`config.mk`:
```
export PLATFORM = sky130hd
export DESIGN_NAME = bpt_div_step
export DESIGN_NICKNAME = d
export VERILOG_FILES = /design/src/rtl/bpt_pkg.sv /design/src/rtl/bpt_div_step.sv
export SDC_FILE = /design/constraint.sdc
export NUM_CORES = 1
export LEC_CHECK = 0
export ABC_AREA = 1
export BUFFER_PORTS_ARGS = -buffer_cell sky130_fd_sc_hd__buf_2
export CORE_AREA = 2 2 217 219
export DETAILED_ROUTE_END_ITERATION = 7
export DIE_AREA = 0 0 219 221
export PLACE_DENSITY = 0.74
export SLEW_MARGIN = 25
export SYNTH_ARGS = -nofsm -noshare
export SYNTH_HDL_FRONTEND = slang
export SYNTH_SLANG_ARGS = --single-unit
```
`constraint.sdc`:
```
create_clock -name clk -period 3 [get_ports clk]
set_clock_uncertainty 0.15 [all_clocks]
set_input_delay 0.45 -clock clk [delete_from_list [all_inputs] [get_ports clk]]
set_output_delay 0.45 -clock clk [all_outputs]
set_load 0.03 [all_outputs]
```
`src/rtl/bpt_pkg.sv`:
```
// Package: beat types, widths and helpers for the barycentric point-in-triangle block.
package bpt_pkg;

  localparam int CW    = 16;        // coordinate width
  localparam int SW    = CW + 1;    // coordinate difference
  localparam int PW    = 2 * SW;    // product of two differences
  localparam int AW    = PW + 1;    // sum of two products
  localparam int NW    = AW + 2;    // numerator / denominator, common width
  localparam int MW    = NW - 1;    // magnitude width
  localparam int RW    = MW + 1;    // divider partial remainder
  localparam int FRAC  = 16;        // fraction bits of a weight
  localparam int WW    = 20;        // weight width
  localparam int STEPS = WW;        // one quotient bit per divider stage
  localparam int LOWB  = WW - FRAC; // numerator bits shifted in by the divider

  typedef struct packed {
    logic [CW-1:0] vertex_a_x;
    logic [CW-1:0] vertex_a_y;
    logic [CW-1:0] vertex_b_x;
    logic [CW-1:0] vertex_b_y;
    logic [CW-1:0] vertex_c_x;
    logic [CW-1:0] vertex_c_y;
    logic [CW-1:0] query_x;
    logic [CW-1:0] query_y;
  } in_t;

  typedef struct packed {
    logic signed [WW-1:0] weight_a;
    logic signed [WW-1:0] weight_b;
    logic signed [WW-1:0] weight_c;
    logic                 inside_res;
    logic                 degenerate;
  } out_t;

  // one weight being divided
  typedef struct packed {
    logic [RW-1:0] rem;
    logic [WW-1:0] nbits;
    logic [WW-1:0] q;
    logic          neg;
    logic          ovf;
  } lane_t;

  typedef struct packed {
    lane_t [2:0]   lane;
    logic [MW-1:0] dmag;
    logic          deg;
    logic          in_tri;
  } div_t;

  function automatic logic [MW-1:0] mag(input logic [NW-1:0] v);
    logic [NW-1:0] t;
    t = v[NW-1] ? (~v + NW'(1)) : v;
    return t[MW-1:0];
  endfunction

  // 0 <= n/d <= 1, exact
  function automatic logic in_unit(input logic signed [NW-1:0] n,
                                   input logic signed [NW-1:0] d);
    logic r;
    if (d[NW-1]) r = (n <= 0) && (n >= d);
    else         r = (n >= 0) && (n <= d);
    return r;
  endfunction

endpackage

```
`src/rtl/bpt_div_step.sv`:
```
// One restoring-division stage: one quotient bit for each of the three weights.
module bpt_div_step
  import bpt_pkg::*;
(
  input  logic  clk,
  input  logic  rst_n,
  input  logic  en,
  input  logic  in_vld,
  input  div_t  in_p,
  output logic  out_vld,
  output div_t  out_p
);

  div_t          nxt;
  logic [RW-1:0] t [3];
  logic          v_r;
  div_t          p_r;

  always_comb begin
    nxt = in_p;
    for (int i = 0; i < 3; i++) begin
      t[i] = {in_p.lane[i].rem[RW-2:0], in_p.lane[i].nbits[WW-1]};
      nxt.lane[i].nbits = {in_p.lane[i].nbits[WW-2:0], 1'b0};
      if (t[i] >= {1'b0, in_p.dmag}) begin
        nxt.lane[i].rem = t[i] - {1'b0, in_p.dmag};
        nxt.lane[i].q   = {in_p.lane[i].q[WW-2:0], 1'b1};
      end else begin
        nxt.lane[i].rem = t[i];
        nxt.lane[i].q   = {in_p.lane[i].q[WW-2:0], 1'b0};
      end
    end
  end

  always_ff @(posedge clk) begin
    if (!rst_n) begin
      v_r <= 1'b0;
    end else if (en) begin
      v_r <= in_vld;
    end
  end

  always_ff @(posedge clk) begin
    if (en) begin
      p_r <= nxt;
    end
  end

  assign out_vld = v_r;
  assign out_p   = p_r;

endmodule
```
==> metrics.csv, run 1 <==
stage;metric;value;unit
outcome;status;finished clean;
place;I/O Buffers;545;
global_route;total gr overflow;0;
floorplanning;Site Rows;79;
clock_tree;Clock Tree Root;clkbuf_16;
power;Pwr Density;497;nW/um^2
floorplanning;Initial Utilization;0.391;
place;placed wire-length estimate;61900;um
sta;fin crit share;0.984;
clock_tree;Worst-path clk slew;60;ps
logic_synthesis;largest area contributor in the netlist;edfxtp_1;
critical_path;CP arrival;3130;ps
sta;Setup violations, final;0;
critical_path;top cell family by delay on the critical path;buffers and inverters;
floorplanning;die width;219;um
clock_tree;insertion delay to the later sink of the worst-skew pair;580;ps
logic_synthesis;Mean Syn Cell Area;7.59;sq um
logic_synthesis;synth top area cells;edfxtp_1 (45%), nand2_1 (21%), inv_1 (7.5%), ha_1 (7.5%), nor2_1 (4.7%);
floorplanning;I/O pins;555;
critical_path;Setup Crit Path Kind;in -> reg;
routing;Pre-antenna DRT Iters;6;
sta;setup TNS;0;ps
routing;Wirelength per Cell;19.7;um
logic_synthesis;area share of the largest cell type after synthesis;0.454;
floorplanning;die area;48400;sq um
layout;fin nets;3646;
clock_tree;Clock H-tree levels;1;
floorplanning;core area;46100;sq um
logic_synthesis;fraction of the yosys area taken by sequential cells;0.455;
critical_path;crit-path max FO;24;
floorplanning;die height;221;um
clock_tree;maximum root-to-sink buffer count;3;
layout;Fillers;4375;
power;P_leak;13.2;nW
global_route;first-pass GRT wire length;109000;um
clock_tree;CTS tree;built;
critical_path;CP max stage delay;550;ps
sta;Slew Viols, Final;0;
logic_synthesis;post-synthesis instance area;18000;sq um
clock_tree;Num Clock Sinks;273;
sta;Least-Margin Pin Slew;514;ps
routing;vias;18913;
logic_synthesis;Cells after Synth;2373;
critical_path;cells along the critical path;dlygate4sd3_1, buf_2, clkinvlp_4, ha_1, nand2_1, nor2_1, nand2_1, nor2_1, and3_1, nor2_1, nand2_2, inv_2, buf_12, nand2_1, nand2_1;
sta;Hold Slack;10.3;ps
sta;RSZ-0062 raised after global routing;true;
sta;Max Fclk;339;MHz
layout;Layout area overhead;43.2;%
global_route;initial antenna violation count;11;
critical_path;Critical Path End Type;flop;
routing;vias per cell;4.86;
power;total power;12.8;mW
critical_path;most frequent CP cell;nand2_1;
global_route;largest net degree at the start of global routing;60;
job;total of max-cap violations;0;
routing;Routed Wire Length;76800;um
clock_tree;Num CTS Buffers;31;
layout;Multi-input gate area;8570;sq um
sta;Worst slew margin;0.657;
layout;FF/Latch Area;8190;sq um
critical_path;Worst Setup Start Kind;primary input;
routing;drt initial violations;1330;
critical_path;Critical Path RT;3180;ps
sta;min Tclk post-route;2950;ps
logic_synthesis;Synth warnings;0;
layout;Non-Filler Instances;3890;
sta;Fin. Hold Viols;0;
layout;final core utilization;0.560;
logic_synthesis;Synth cell types;31;
routing;Post-DRT Antenna Nets;0;
routing;drt drc;0;
global_route;GRT Util Overall;0.306;
place;cell total after placement;3654;
layout;commonest non-fill, non-tap cell in the layout;nand2_1;
logic_synthesis;register bit total from synthesis;273;
critical_path;CP max stage cell;dlygate4sd3_1;
global_route;number of global-route vias before repair;18079;
hold_path;hold crit path type;in -> reg;
power;Worst VDD drop;0.445;mV
layout;most frequent cells in the layout;nand2_1 (984), buf_2 (542), inv_1 (356);
layout;share of layout cells above drive strength 1;0.250;
critical_path;CP bufs+invs;5;
place;gpl congestion;0.989;
-- cell usage after synthesis --
master,count
a21o_1,1
and3_1,3
buf_2,16
xor2_1,54
nand2_1,994
a31oi_1,1
ha_1,108
nand3b_1,29
a21oi_2,2
o21bai_1,11
a21oi_1,73
buf_6,6
nand4_1,11
nor2_1,224
and2_1,3
edfxtp_1,272
xnor2_1,3
fa_1,3
nor3_1,19
conb_1,1
o21ai_0,24
nand2_2,3
buf_4,3
nor2_2,11
nand3_1,125
dfxtp_1,1
a211oi_1,1
inv_1,361
nand3_2,4
inv_2,4
o21a_1,2
-- through the flow --
step / cell area [sq um] / setup WS [ps]
CTS: 25400 / 2.09
global route: 25800 / -34.1
floorplan: 18000 / 694
finish: 25800 / 48.2
detailed placement: 22700 / -50.4
global placement: 22700 / -44.8
-- power breakdown --
part	internal, mW	leakage, nW	switching [mW]
combinational	1.52	10.1	2.89
clock	1.97	0.450	1.58
sequential	4.72	2.67	0.134
total	8.21	13.2	4.61
-- cell type report --
| class | count | share of cell area |
|---|---|---|
| inverter | 365 | 0.0542 |
| timing repair buffer | 873 | 0.230 |
| clock inverter | 18 | 0.00495 |
| multi-input combinational | 1712 | 0.333 |
| sequential | 273 | 0.318 |
| clock buffer | 37 | 0.0310 |
| antenna | 5 | 0.000485 |
| tap | 607 | 0.0295 |
-- metal layers --
| layer | part of all wire | GRT usage | wire length, um |
|---|---|---|---|
| met1 | 0.39 | 0.360 | 30000 |
| met2 | 0.47 | 0.518 | 35900 |
| met3 | 0.071 | 0.0526 | 5470 |
| met4 | 0.069 | 0.184 | 5310 |
| met5 | 0.00086 | 0 | 66 |
-- repair_timing --
item | in CTS | in global routing
gates resized for setup | 0 | 73
hold endpoints to repair | 173 | 0
endpoints found under the setup margin | 0 | 112
buffers inserted | 0 | 2
hold buffers | 174 | 0
-- logic make-up after synthesis --
group | share of synthesized area
DFF | 0.455
adders and majority gates | 0.0784
AOI/OAI and AO/OA | 0.0345
buffers and inverters | 0.0855
and+or+nand+nor | 0.319
other | 0.000208
xor gates and xnor gates | 0.0277
-- sequential cells by signal (all words and copies together), names as in the netlist --
| name | flops |
|---|---|
| out_p | 272 |
| out_vld | 1 |
-- final timing paths --
check                       start                    to  slack (ps)  cells past startpoint
max                      in_p[30]   out_p[99]$_DFFE_PP_          50                     15
min                       in_p[2]    out_p[2]$_DFFE_PP_          10                      1
max reg2reg  out_vld$_SDFFE_PN0P_  out_vld$_SDFFE_PN0P_        1620                      3
min reg2reg  out_vld$_SDFFE_PN0P_  out_vld$_SDFFE_PN0P_         990                      3
Power figures use the tool's default switching activity.
==> run 2: changes to the inputs <==
--- a/config.mk
+++ b/config.mk
@@ -11,6 +11,7 @@
 export DETAILED_ROUTE_END_ITERATION = 7
 export DIE_AREA = 0 0 219 221
 export PLACE_DENSITY = 0.74
+export REMOVE_ABC_BUFFERS = 1
 export SLEW_MARGIN = 25
 export SYNTH_ARGS = -nofsm -noshare
 export SYNTH_HDL_FRONTEND = slang
==> run 2 against run 1 <==
  * Global-route usage increased by 0.10 points
  * Final cell count fell by 0.59%
  * Flip-flop and latch count unchanged
  * Routed wire length fell by 0.36%
  * Maximum frequency up 0.23%
  * Via count decreased by 1.2%
  * Critical path depth rose by 2
  * Power increased by 1.1%
  * Core utilization is 0.45 points lower
  * Non-clock buffer count decreased by 26
  * Sequential share of layout area increased by 0.26 points
==> metrics.csv, run 2 (same netlist as run 1, synthesis figures left out) <==
stage;metric;value;unit;change
sta;Max Fclk;340;MHz;+0.23%
sta;Setup violations, final;0;;unchanged
critical_path;most frequent CP cell;nand2_1;;
critical_path;CP arrival;3130;ps;about the same
power;internal power;8.34;mW;+1.5%
hold_path;worst hold path stage count;3;;+2
global_route;initial antenna violation count;16;;+5
routing;vias per cell;4.83;;-0.64%
layout;share of layout cells above drive strength 1;0.232;;-0.0184
place;Cell Area, Placed;22400;sq um;-1.6%
job;total of max-cap violations;0;;unchanged
hold_path;hold crit path type;in -> reg;;
routing;drt drc;0;;unchanged
sta;RSZ-0062 raised after global routing;true;;
global_route;number of global-route vias before repair;18031;;-0.27%
sta;Worst slew margin;0.654;;-0.00359
layout;fin area;25600;sq um;-0.81%
global_route;total gr overflow;0;;unchanged
power;P_leak;13.1;nW;-0.90%
floorplanning;Site Rows;79;;unchanged
clock_tree;Num Clock Sinks;273;;unchanged
sta;PnR worst setup slack;55.0;ps;+6.77 ps
power;Logic pwr share;0.331;;-0.013
routing;Post-DRT Antenna Nets;0;;unchanged
power;Worst VDD drop;0.527;mV;+18%
floorplanning;die width;219;um;unchanged
global_route;first-pass GRT wire length;110000;um;+0.74%
place;placed wire-length estimate;61800;um;-0.23%
power;Clock Power Share;0.293;;+0.015
place;I/O Buffers;545;;unchanged
layout;commonest non-fill, non-tap cell in the layout;nand2_1;;
clock_tree;Clock Tree Root;clkbuf_16;;
sta;Least-Margin Pin Slew;520;ps;+5.39 ps
floorplanning;core area;46100;sq um;unchanged
clock_tree;Worst-path clk slew;60;ps;about the same
layout;Layout area overhead;42.0;%;
critical_path;CP max stage delay;520;ps;-30 ps
global_route;GRT Util Overall;0.307;;+0.00103
routing;Wirelength per Cell;19.8;um;+0.23%
clock_tree;Clock H-tree levels;1;;unchanged
power;total power;13.0;mW;+1.1%
power;net switching power;4.62;mW;+0.29%
critical_path;cells along the critical path;dlygate4sd3_1, buf_2, inv_1, ha_1, nand2_1, nor2_2, inv_2, nor3_1, buf_4, nand3_1, nand2_1, nor2_1, nand2_2, inv_2, buf_4, nand2_1, nand2_1;;
critical_path;Setup Crit Path Kind;in -> reg;;
floorplanning;I/O pins;555;;unchanged
sta;fin crit share;0.982;;-0.00226
layout;Largest register FFs;272;;unchanged
layout;fin nets;3619;;-0.74%
critical_path;Critical Path End Type;flop;;
clock_tree;insertion delay to the later sink of the worst-skew pair;580;ps;about the same
sta;Fin. Hold Viols;0;;unchanged
critical_path;Critical Path RT;3180;ps;about the same
routing;Routed Wire Length;76500;um;-0.36%
routing;vias;18681;;-1.2%
outcome;status;finished clean;;
clock_tree;maximum root-to-sink buffer count;3;;unchanged
layout;most frequent cells in the layout;nand2_1 (994), buf_2 (544), inv_1 (358);;
clock_tree;CTS tree;built;;
place;gpl congestion;0.987;;-0.25%
floorplanning;die area;48400;sq um;unchanged
power;Sw Share;0.357;;-0.00287
power;sequential share of power;0.376;;-0.003
routing;Pre-antenna DRT Iters;5;;-1
floorplanning;die height;221;um;unchanged
sta;min Tclk post-route;2950;ps;-6.77 ps
critical_path;CP max stage cell;dlygate4sd3_1;;
critical_path;crit-path max FO;17;;-29%
global_route;largest net degree at the start of global routing;62;;+3.3%
clock_tree;Num CTS Buffers;30;;-3.2%
sta;Slew Viols, Final;0;;unchanged
routing;drt initial violations;1348;;+1.4%
critical_path;Reg2Reg Depth;3;;unchanged
floorplanning;Initial Utilization;0.391;;unchanged
place;Place WS;10.3;ps;+60.7 ps
power;Pwr Density;507;nW/um^2;+1.9%
critical_path;Worst Setup Start Kind;primary input;;
run 2: changes by cell type in the layout (fill, tap and decap cells not counted), moves of 6 or more:
cell / delta
buf_4: -35
nor2_2: -6
dlygate4sd3_1: +15
buf_6: -6
nand2_2: -9
nor2_1: +9
nand2_1: +10
run 2: cell type report:
type | instances | area [sq um]
clock inverter | 18 | 196
clock buffer | 38 | 802
multi-input combinational | 1712 | 8510
sequential | 273 | 8190
fill | 4361 | 20500
timing repair buffer | 847 | 5720
tap | 607 | 759
antenna | 7 | 17.5
inverter | 365 | 1380
run 2: path summary, 6_finish.rpt:
check	endpoint	slack [ps]	startpoint
setup / recovery	out_p[263]$_DFFE_PP_	50	in_p[10]
hold / removal	out_p[103]$_DFFE_PP_	30	in_p[102]
setup reg to reg	out_vld$_SDFFE_PN0P_	1660	out_vld$_SDFFE_PN0P_
hold reg to reg	out_vld$_SDFFE_PN0P_	940	out_vld$_SDFFE_PN0P_
run 2: critical path, delay by kind of cell:
kind                     cells  cell delay, ps
AND/OR/NAND/NOR              9             920
adder cells (fa/ha/maj)      1             290
buffers and inverters        7            1440
run 2: timing repair:
action	4_1_cts	5_1_grt
gates resized for setup	0	27
hold buffers	189	0
setup endpoints to repair	0	96
buffers inserted	0	5
hold endpoints to repair	188	0
run 2: metrics by stage:
stage          hold WS [ps]  utilization  TNS [ps]  instances
3_5_place_dp            381        0.486         0       3610
3_3_place_gp            374        0.486         0       3610
4_1_cts               0.301        0.548         0       3855
6_report               25.8        0.555         0       3867
2_1_floorplan           393            -         0       2350
5_1_grt                11.0        0.555      -943       3864
run 2: per-layer routing:
metal  track usage  up-vias  share of wire
li1              -     9235              -
met1         0.373     8551           0.40
met2         0.531      720           0.48
met3        0.0495      163          0.068
met4         0.137       12          0.050
met5             0        -         0.0010
run 2: power groups by stage:
stage                     sequential, mW  clock, mW  combinational (mW)
final                               4.88       3.80                4.28
after global routing                4.91       4.01                4.62
after CTS                           4.87       3.87                4.20
after detailed placement            4.95          0                3.97
after global placement              4.94          0                3.95
after floorplan                     5.77          0                1.54
